`src/hdl/sru_pkg.sv`:
```
`timescale 1ns / 1ps

package sru_pkg;

	// Store capacity and derived widths
	localparam int unsigned MAX_ITEMS = 64;
	localparam int unsigned DATA_W    = 32;
	localparam int unsigned ADDR_W    = $clog2(MAX_ITEMS);
	localparam int unsigned CNT_W     = $clog2(MAX_ITEMS + 1);

	typedef logic signed [DATA_W-1:0] value_t;
	typedef logic [ADDR_W-1:0]        addr_t;
	typedef logic [CNT_W-1:0]         count_t;

	// Controls into the shared compare unit
	typedef struct packed {
		logic have_prev;
		logic best_vld;
	} cmp_ctrl_t;

endpackage

```
`src/hdl/sru_ram.sv`:
```
`timescale 1ns / 1ps

module sru_ram #(
	parameter int unsigned WIDTH = 32,
	parameter int unsigned DEPTH = 64
) (
	input  logic                     clk,
	input  logic                     we,
	input  logic [$clog2(DEPTH)-1:0] waddr,
	input  logic [WIDTH-1:0]         wdata,
	input  logic [$clog2(DEPTH)-1:0] raddr,
	output logic [WIDTH-1:0]         rdata
);

	logic [WIDTH-1:0] mem_q [DEPTH];
	logic [WIDTH-1:0] rdata_q;

	// Write one word, read one word with a registered output
	always_ff @(posedge clk) begin
		if (we) begin
			mem_q[waddr] <= wdata;
		end
		rdata_q <= mem_q[raddr];
	end

	assign rdata = rdata_q;

endmodule

```
`src/hdl/sru_cmp.sv`:
```
`timescale 1ns / 1ps

module sru_cmp
	import sru_pkg::*;
(
	input  value_t    cand,
	input  value_t    prev,
	input  value_t    best,
	input  cmp_ctrl_t ctrl,
	output logic      take
);

	logic above_prev;
	logic below_best;

	// Keep a word only if it is above the last value found (when there is one) and below the current best (when valid)
	always_comb begin
		above_prev = !ctrl.have_prev || (cand > prev);
		below_best = !ctrl.best_vld || (cand < best);
		take       = above_prev && below_best;
	end

endmodule

```
`src/hdl/sort_and_remove_duplicates_top.sv`:
```
`timescale 1ns / 1ps

// Sort-unique block. Words of a set are loaded one per cycle into a 64-entry
// store in arrival order; words beyond capacity are dropped and flag overflow
// on every result of that set. After the word marked last_in, the block stops
// taking input and runs passes over the store with one compare unit and one
// RAM read port: each pass reads every stored word and finds the smallest
// value above the one found before. After the pass that finds no value and
// any output stall, in_ready rises again. Results come out in ascending
// signed order, each distinct value once, with last_out on the final one;
// the output register lets the block start the next set while the final
// result still waits to be taken.
module sort_and_remove_duplicates_top
	import sru_pkg::*;
(
	input  logic   clk,
	input  logic   arst_n,
	input  logic   in_valid,
	output logic   in_ready,
	input  value_t value,
	input  logic   last_in,
	output logic   out_valid,
	input  logic   out_ready,
	output value_t unique_value,
	output logic   last_out,
	output logic   overflow
);

	typedef enum logic [2:0] {
		ST_LOAD = 3'b001,
		ST_SCAN = 3'b010,
		ST_PUT  = 3'b100
	} state_t;

	state_t    state_q;
	count_t    cnt_q;
	logic      drop_q;
	logic      have_prev_q;
	logic      best_vld_q;
	logic      pend_vld_q;
	count_t    rd_addr_q;
	logic      rd_vld_q;
	logic      out_vld_q;
	value_t    prev_q;
	value_t    best_q;
	value_t    pend_q;
	value_t    out_val_q;
	logic      out_last_q;
	logic      out_ovf_q;

	logic      in_fire;
	logic      store_room;
	logic      rd_issue;
	logic      scan_end;
	logic      out_free;
	logic      put_go;
	logic      emit;
	logic      take;
	value_t    rd_data;
	cmp_ctrl_t cmp_ctrl;

	// Handshake and sequencer decode
	always_comb begin
		in_ready   = (state_q == ST_LOAD);
		in_fire    = in_valid && in_ready;
		store_room = (cnt_q < count_t'(MAX_ITEMS));
		rd_issue   = (state_q == ST_SCAN) && (rd_addr_q < cnt_q);
		scan_end   = (state_q == ST_SCAN) && (rd_addr_q == cnt_q) && !rd_vld_q;
		out_free   = !out_vld_q || out_ready;
		put_go     = (state_q == ST_PUT) && (out_free || !pend_vld_q);
		emit       = put_go && pend_vld_q;
		cmp_ctrl.have_prev = have_prev_q;
		cmp_ctrl.best_vld  = best_vld_q;
	end

	// Value store
	sru_ram #(
		.WIDTH(DATA_W),
		.DEPTH(MAX_ITEMS)
	) u_store (
		.clk  (clk),
		.we   (in_fire && store_room),
		.waddr(cnt_q[ADDR_W-1:0]),
		.wdata(value),
		.raddr(rd_addr_q[ADDR_W-1:0]),
		.rdata(rd_data)
	);

	// Shared compare unit
	sru_cmp u_cmp (
		.cand(rd_data),
		.prev(prev_q),
		.best(best_q),
		.ctrl(cmp_ctrl),
		.take(take)
	);

	// Sequencer and control state
	always_ff @(posedge clk or negedge arst_n) begin
		if (!arst_n) begin
			state_q     <= ST_LOAD;
			cnt_q       <= '0;
			drop_q      <= 1'b0;
			have_prev_q <= 1'b0;
			best_vld_q  <= 1'b0;
			pend_vld_q  <= 1'b0;
			rd_addr_q   <= '0;
			rd_vld_q    <= 1'b0;
			out_vld_q   <= 1'b0;
		end else begin
			if (emit) begin
				out_vld_q <= 1'b1;
			end else if (out_ready) begin
				out_vld_q <= 1'b0;
			end
			unique case (state_q)
				ST_LOAD: begin
					if (in_fire) begin
						if (store_room) begin
							cnt_q <= cnt_q + count_t'(1);
						end else begin
							drop_q <= 1'b1;
						end
						if (last_in) begin
							state_q     <= ST_SCAN;
							rd_addr_q   <= '0;
							rd_vld_q    <= 1'b0;
							have_prev_q <= 1'b0;
							best_vld_q  <= 1'b0;
							pend_vld_q  <= 1'b0;
						end
					end
				end
				ST_SCAN: begin
					// advance the read pointer and score the word that returns
					rd_vld_q <= rd_issue;
					if (rd_issue) begin
						rd_addr_q <= rd_addr_q + count_t'(1);
					end
					if (rd_vld_q && take) begin
						best_vld_q <= 1'b1;
					end
					if (scan_end) begin
						state_q <= ST_PUT;
					end
				end
				ST_PUT: begin
					if (put_go) begin
						if (best_vld_q) begin
							// hold the new value until the next pass shows whether it is final
							pend_vld_q  <= 1'b1;
							have_prev_q <= 1'b1;
							best_vld_q  <= 1'b0;
							rd_addr_q   <= '0;
							state_q     <= ST_SCAN;
						end else begin
							// nothing left: drop the set
							pend_vld_q  <= 1'b0;
							have_prev_q <= 1'b0;
							cnt_q       <= '0;
							drop_q      <= 1'b0;
							state_q     <= ST_LOAD;
						end
					end
				end
				default: begin
					state_q <= ST_LOAD;
				end
			endcase
		end
	end

	// Payload registers
	always_ff @(posedge clk) begin
		if ((state_q == ST_SCAN) && rd_vld_q && take) begin
			best_q <= rd_data;
		end
		if (put_go) begin
			prev_q <= best_q;
			pend_q <= best_q;
		end
		if (emit) begin
			out_val_q  <= pend_q;
			out_last_q <= !best_vld_q;
			out_ovf_q  <= drop_q;
		end
	end

	assign out_valid    = out_vld_q;
	assign unique_value = out_val_q;
	assign last_out     = out_last_q;
	assign overflow     = out_ovf_q;

	// Fill count never passes capacity
	assert property (@(posedge clk) disable iff (!arst_n)
		cnt_q <= count_t'(MAX_ITEMS))
		else $error("fill count above capacity");

	// A set that starts sorting always holds a stored word
	assert property (@(posedge clk) disable iff (!arst_n)
		(in_fire && last_in) |=> (cnt_q != '0))
		else $error("empty set entered sort");

	// The final result always has a pending value to carry
	assert property (@(posedge clk) disable iff (!arst_n)
		((state_q == ST_PUT) && !best_vld_q) |-> pend_vld_q)
		else $error("set ended with no pending value");

	// Read data only returns during a scan
	assert property (@(posedge clk) disable iff (!arst_n)
		rd_vld_q |-> (state_q == ST_SCAN))
		else $error("read return outside scan");

endmodule
```
`config.mk`:
```
export PLATFORM = sky130hd
export DESIGN_NAME = sort_and_remove_duplicates_top
export DESIGN_NICKNAME = d
export VERILOG_FILES = /design/src/hdl/sru_pkg.sv /design/src/hdl/sru_ram.sv /design/src/hdl/sru_cmp.sv /design/src/hdl/sort_and_remove_duplicates_top.sv
export SDC_FILE = /design/constraint.sdc
export NUM_CORES = 2
export LEC_CHECK = 0
export BUFFER_PORTS_ARGS = -buffer_cell sky130_fd_sc_hd__buf_2
export CORE_MARGIN = 5
export CORE_UTILIZATION = 63
export CTS_CLUSTER_DIAMETER = 200
export CTS_CLUSTER_SIZE = 8
export DETAILED_ROUTE_END_ITERATION = 10
export GPL_ROUTABILITY_DRIVEN = 0
export PLACE_DENSITY = 0.77
export SYNTH_ARGS = -nofsm -noshare
export SYNTH_HDL_FRONTEND = slang
export SYNTH_SLANG_ARGS = --single-unit
```
`constraint.sdc`:
```
create_clock -name clk -period 5.6 [get_ports clk]
set_clock_uncertainty 0.15 [all_clocks]
set_input_delay 0 -clock clk [delete_from_list [all_inputs] [get_ports clk]]
set_output_delay 0 -clock clk [all_outputs]
set_load 0.05 [all_outputs]
```
## Yosys cells after proc, flatten, opt, wreduce, memory -nomap -nowiden

Memories as Yosys holds them, arrays and structs flattened. A register that Yosys moved wholly into a read port is not among the register bits.
Cells that the tools add are included.

- Mux-type cells: 35
- Magnitude comparators: 4
- Reduce and logical (&&, ||, !) cells: 30
- Equality and inequality tests: 14
- $add $sub $neg: 2

Operators with widths:

| kind | count |
|---|---|
| two-way mux 7 bit | 9 |
| greater-than comparator 32 bit | 1 |
| less-than comparator 32 bit | 1 |
| one-hot mux 7 bit (3 select lines) | 1 |
| AND reduction 5 bit | 3 |
| adder 7 x 1 -> 7 bit (second input constant) | 2 |
| two-way mux 1 bit | 14 |
| one-hot mux 7 bit (2 select lines) | 1 |
| two-way mux 3 bit | 4 |
| inequality test 2 bit (second input constant) | 6 |
| logical AND 1 bit | 11 |
| one-hot mux 3 bit (3 select lines) | 1 |
| inequality test 2 x 1 -> 1 bit (second input constant) | 4 |
| AND reduction 4 bit | 2 |
| equality test 7 bit | 1 |
| less-than comparator 7 bit | 1 |
| less-than comparator 7 bit (second input constant) | 1 |
| one-hot mux 1 bit (2 select lines) | 3 |
| AND reduction 6 bit | 1 |
| nonzero test 2 bit | 3 |
| logical NOT 1 bit | 4 |
| logical OR 1 bit | 4 |
| equality test 3 x 1 -> 1 bit (second input constant) | 1 |
| equality test 3 x 2 -> 1 bit (second input constant) | 1 |
| other kinds (5) | 5 |

- Output and inout bits: 36
- Register bits after elaboration: 120
- Memories kept: 1
- Bits of input ports: 37
- Bits in writable memories: 2048

Memory list:

| memory | depth | bits a word | read ports | clocked after Yosys merged registers in | wr ports | line | RTL |
|---|---|---|---|---|---|---|---|
| u_store.mem_q | 64 | 32 | 1 | 1 | 1 | sru_ram.sv:15 | `logic [WIDTH-1:0] mem_q [DEPTH];` |

## Longest topological paths before layout

- Depth after elaboration: 6
- Gate-level depth with buffers: 13
- Mapped depth without buffers: 9

## By module

From an unflattened synthesis, not the netlist that was laid out.

- Cells, all modules: 3788
- Area total of the unflattened synthesis: 84476.0 um2

Modules (own cells, without submodules):

| module | instances | cells an instance | seq. area each (um2) | area an instance (um2) |
|---|---|---|---|---|
| sru_ram | 1 | 3324 | 62139.6 | 78515.3 |
| sort_and_remove_duplicates_top | 1 | 240 | 3494.6 | 4336.7 |
| sru_cmp | 1 | 224 | 0.0 | 1624.1 |

## Worst setup path after synthesis

OpenSTA, ideal clock, no wires.

- Path kind: flip-flop to flip-flop
- Start point: register best_q[1]
- End point: register best_q[0], enable pin
- Buffers on the path: 0
- Stages on the path, launching flop included: 9
- Period minus slack after synthesis: 4.058 ns
- Path slack: 1.542 ns
- Arrival time: 3.476 ns
- Setup time: 0.432 ns
- Cell sequence: edfxtp_1 inv_1 ha_1 a2111oi_0 o31ai_1 a2111o_1 a211oi_1 xor2_1 a21oi_1

- Word-level cells in the longest chain between the ends: 4

Ends and longest elaborated chain:

| element | line | RTL |
|---|---|---|
| start, declared | sort_and_remove_duplicates_top.sv:45 | `value_t best_q;` |
| start signal, assigned | sort_and_remove_duplicates_top.sv:176 | `best_q <= rd_data;` |
| less-than comparator 32 bit | sru_cmp.sv:19 | `below_best = !ctrl.best_vld \|\| (cand < best);` |
| logical OR 1 bit | sru_cmp.sv:19 |  |
| logical AND 1 bit | sru_cmp.sv:20 | `take = above_prev && below_best;` |
| logical AND 1 bit | sort_and_remove_duplicates_top.sv:175 | `if ((state_q == ST_SCAN) && rd_vld_q && take) begin` |

Every way passes these cells.
A chain may end at the register's enable or synchronous reset.

## Worst setup path in the final report

- Start point: register state_q[0]
- End point: memory u_store.mem_q[0][30], enable pin

- Word-level cells in the longest chain between the ends: 5

Ends and longest elaborated chain:

| element | line | RTL |
|---|---|---|
| start, declared | sort_and_remove_duplicates_top.sv:35 | `state_t state_q;` |
| start signal, assigned | sort_and_remove_duplicates_top.sv:101 | `state_q <= ST_LOAD;` |
| start signal, assigned | sort_and_remove_duplicates_top.sv:125 | `state_q <= ST_SCAN;` |
| start signal, assigned | sort_and_remove_duplicates_top.sv:144 | `state_q <= ST_PUT;` |
| equality test 3 x 1 -> 1 bit | sort_and_remove_duplicates_top.sv:64 | `in_ready = (state_q == ST_LOAD);` |
| logical AND 1 bit | sort_and_remove_duplicates_top.sv:65 | `in_fire = in_valid && in_ready;` |
| logical AND 1 bit | sort_and_remove_duplicates_top.sv:82 | `.we (in_fire && store_room),` |
| two-way mux 1 bit | sru_ram.sv:20 | `if (we) begin` |
| two-way mux 1 bit (not written as such) | sru_ram.sv:21 | `mem_q[waddr] <= wdata;` |
| end, declared | sru_ram.sv:15 |  |

Every way passes these cells.

==> impl_results.md <==
- Total congestion overflow: 0
- Site Rows: 134
- Postcts setup bufs: 0
- Vias: 42.12k
- CTS H-tree depth: 5
- Worst setup margin: 1.548 ns
- Post-synthesis average cell area: 24.38 um^2
- Unique cell type count in the Yosys netlist: 50
- Crit end category: register
- Root Buffer: clkbuf_16
- Number of global-route vias before repair: 43.32k
- Area share of the largest cell type after synthesis: 76.66%
- Outcome: complete, no violations
- Fill cell count: 6704
- Layout cells sized above 1: 33.03%
- RSZ-0062 raised after global routing: false
- Worst setup path endpoint: u_store.mem_q[0][30]$_DFFE_PP_
- Sequential cell area: 0.06565 mm^2
- Reg-to-reg startpoint: state_q[0]$_DFFE_PN1P_
- Initial antenna violation count: 22
- DRT iter0 DRCs: 7186
- Max-Slew Margin vs Limit: 15.32%
- Final period utilization: 72.36%
- Chip height: 375.3 um
- EDFF count, synth: 2146
- Worst Path Arrival: 4.41 ns
- Global-route wire length before repair: 329000 um
- Area growth syn-to-layout: 15.08%
- Least-Margin Pin Slew: 1.270 ns
- Mapped Cells: 3448
- Pleak: 30.19 nW
- Final hold vios: 0
- CP startpoint kind: register
- Io pins: 73
- Final setup viols: 0
- Reg2Reg Depth: 7
- DRC viols: 0
- Minimum clock period: 4.052 ns
- Yosys top cell by area: edfxtp_1
- Die X-Extent: 375.3 um
- Post-synthesis sequential area ratio: 78.08%
- Core area: 0.1330 mm^2
- Largest cells by area after synthesis: edfxtp_1 77%, mux4_2 18%, ha_1 1.1%
- Max-Cap Viols: 0
- Type of the worst min-delay path: input port to register
- Total track usage: 33.52%
- Pin count of the biggest net entering global routing: 90
- Synth Flop Type: edfxtp_1
- R2R Setup Slk: 1.55 ns
- Full die area: 0.1408 mm^2
- Worst Setup SP: state_q[0]$_DFFE_PN1P_
- Fmax: 246.8 MHz
- Asr flop ratio synth: 1.000%
- Critical path class: register to register
- Synthesis Warnings: 0
- Count leader, synth: edfxtp_1
- Mapped cell area: 0.08406 mm^2
- Max VDD drop: 0.3776 mV
- Flops & latches, synth: 2200
- Final Max Slew Viols: 0
- Multi-input logic area: 0.01795 mm^2
- Vias/cell: 7.366
- Clock buffer depth: 4
- Clock transition at path regs: 0.05 ns
- DR pass1 iterations: 8
- Synth cell count leaders: 2146 x edfxtp_1, 672 x mux4_2, 91 x nor2_1, 82 x clkbuf_1, 77 x inv_1
- Pwr dens: 415.4 mW/mm^2
- FF-to-FF End: u_store.mem_q[0][30]$_DFFE_PP_
- IO buf count: 72
- Worst skew pair latency: 0.92 ns
- Clock sinks: 2200
- CP required: 5.96 ns
- CP max FO: 32
- DR WL/cell: 40.60 um
- Setup TNS Final: 0 ns
- Starting Density: 63.23%
- Final net count: 3980
- CTS tree: done
- Final WL: 232200 um
- Post-CTS resize count: 0
- Post-synth net total: 3557
- Place WS: 1.867 ns
- CTS buffer count: 324
- Post-route ant nets: 0
- DP HPWL: 115200 um
state kept, by name, indices dropped and copies added, names as in the netlist, 3 cells and up:
register	count
u_store.rdata	32
unique_value	32
state_q	3
rd_addr_q	7
cnt_q	7
u_store.mem_q	2048
best_q	32
pend_q	32
critical path: stages, from the launching register on:
cell,delay [ns]
dfstp_2,0.56
nor4bb_1,0.62
buf_4,0.27
and3_1,0.32
nand2_1,0.57
buf_4,0.41
nor2_4,0.14
buf_4,0.58
worst min path at each step:
stage,from,to,cells after the start
after floorplan,arst_n,best_vld_q$_DFFE_PN0P_,0
after global placement,arst_n,best_vld_q$_DFFE_PN0P_,1
after detailed placement,arst_n,best_vld_q$_DFFE_PN0P_,1
final,value[14],u_store.mem_q[49][14]$_DFFE_PP_,2
after CTS,in_valid,drop_q$_DFFE_PN0P_,6
after global routing,value[14],u_store.mem_q[49][14]$_DFFE_PP_,2
cell usage in the layout (no fill, tap or decap), drive strengths merged, types with 2 or more instances in the layout:
| cell | netlist | final |
|---|---|---|
| a221oi | 2 | 2 |
| buf | 77 | 215 |
| and2 | 2 | 2 |
| nor4 | 4 | 4 |
| o22ai | 2 | 2 |
| dfrtp | 21 | 21 |
| o31ai | 2 | 2 |
| edfxtp | 2146 | 2146 |
| nor2b | 4 | 4 |
| a2111oi | 3 | 3 |
| mux4 | 672 | 672 |
| a21o | 6 | 6 |
| nand4 | 19 | 19 |
| or3 | 2 | 2 |
| o21ai | 12 | 12 |
| dfxtp | 32 | 32 |
| nand3b | 5 | 5 |
| and3 | 4 | 4 |
| nand2 | 19 | 19 |
| a21boi | 3 | 3 |
| a21oi | 29 | 29 |
| dlygate4sd3 | 0 | 41 |
| nor3 | 7 | 7 |
| nor2 | 91 | 91 |
| xnor2 | 7 | 7 |
| inv | 77 | 80 |
| a211oi | 2 | 2 |
| diode | 0 | 15 |
| o21a | 5 | 5 |
| nor3b | 2 | 2 |
| or3b | 2 | 2 |
| clkbuf | 82 | 388 |
| ha | 72 | 72 |
| nand3 | 20 | 20 |
where the power goes:
group          switching, W  internal [W]  leakage, nW
combinational       0.00240       0.00178         6.16
sequential         0.000300        0.0185         19.9
clock               0.00670        0.0105         4.18
through the flow:
stage	power (W)	utilization (%)	instance area, um^2	hold WS, ns	instances
finish	0.04019	72.76	96740	0.09309	5719
global route	0.04125	72.74	96710	0.09901	5706
CTS	0.04021	72.72	96680	0.1435	5703
detailed placement	0.02302	65.97	87710	-0.1233	5271
global placement	0.02286	65.97	87710	-0.1492	5271
floorplan	0.02149	-	84060	-0.4456	3448
layer usage:
| layer | GRT usage, % | routed length, um | vias up | part of all wire [%] |
|---|---|---|---|---|
| met1 | 43.97 | 76410 | 22020 | 33 |
| met5 | 0.1029 | 77 | - | 0.033 |
| met3 | 10.73 | 30660 | 765 | 13 |
| met4 | 15.48 | 12960 | 10 | 5.6 |
| met2 | 52.40 | 112100 | 3760 | 48 |
| li1 | - | - | 15570 | - |
logic make-up after synthesis:
family	Yosys count	synth area share, %
xor+xnor	8	0.08335
simple gates	186	1.046
compound gates	73	0.5462
buf+inv	236	1.159
fa+ha+maj	72	1.072
mux	673	18.02
flops	2200	78.08
timing repair:
item | in CTS | in global routing
hold buffers | 41 | 0
endpoints found under the hold margin | 2157 | 0
setup endpoints to repair | 0 | 0
final cells by class:
class | instances | area share (%)
well taps | 1768 | 2.287
flip-flops and latches | 2200 | 67.86
clock buffers | 388 | 8.827
diodes | 15 | 0.03880
multi-input cells | 1012 | 18.55
clock inverters | 3 | 0.02716
inverters | 77 | 0.3065
repair buffers | 256 | 2.100
No activity file was read; power rests on OpenSTA's default activity.
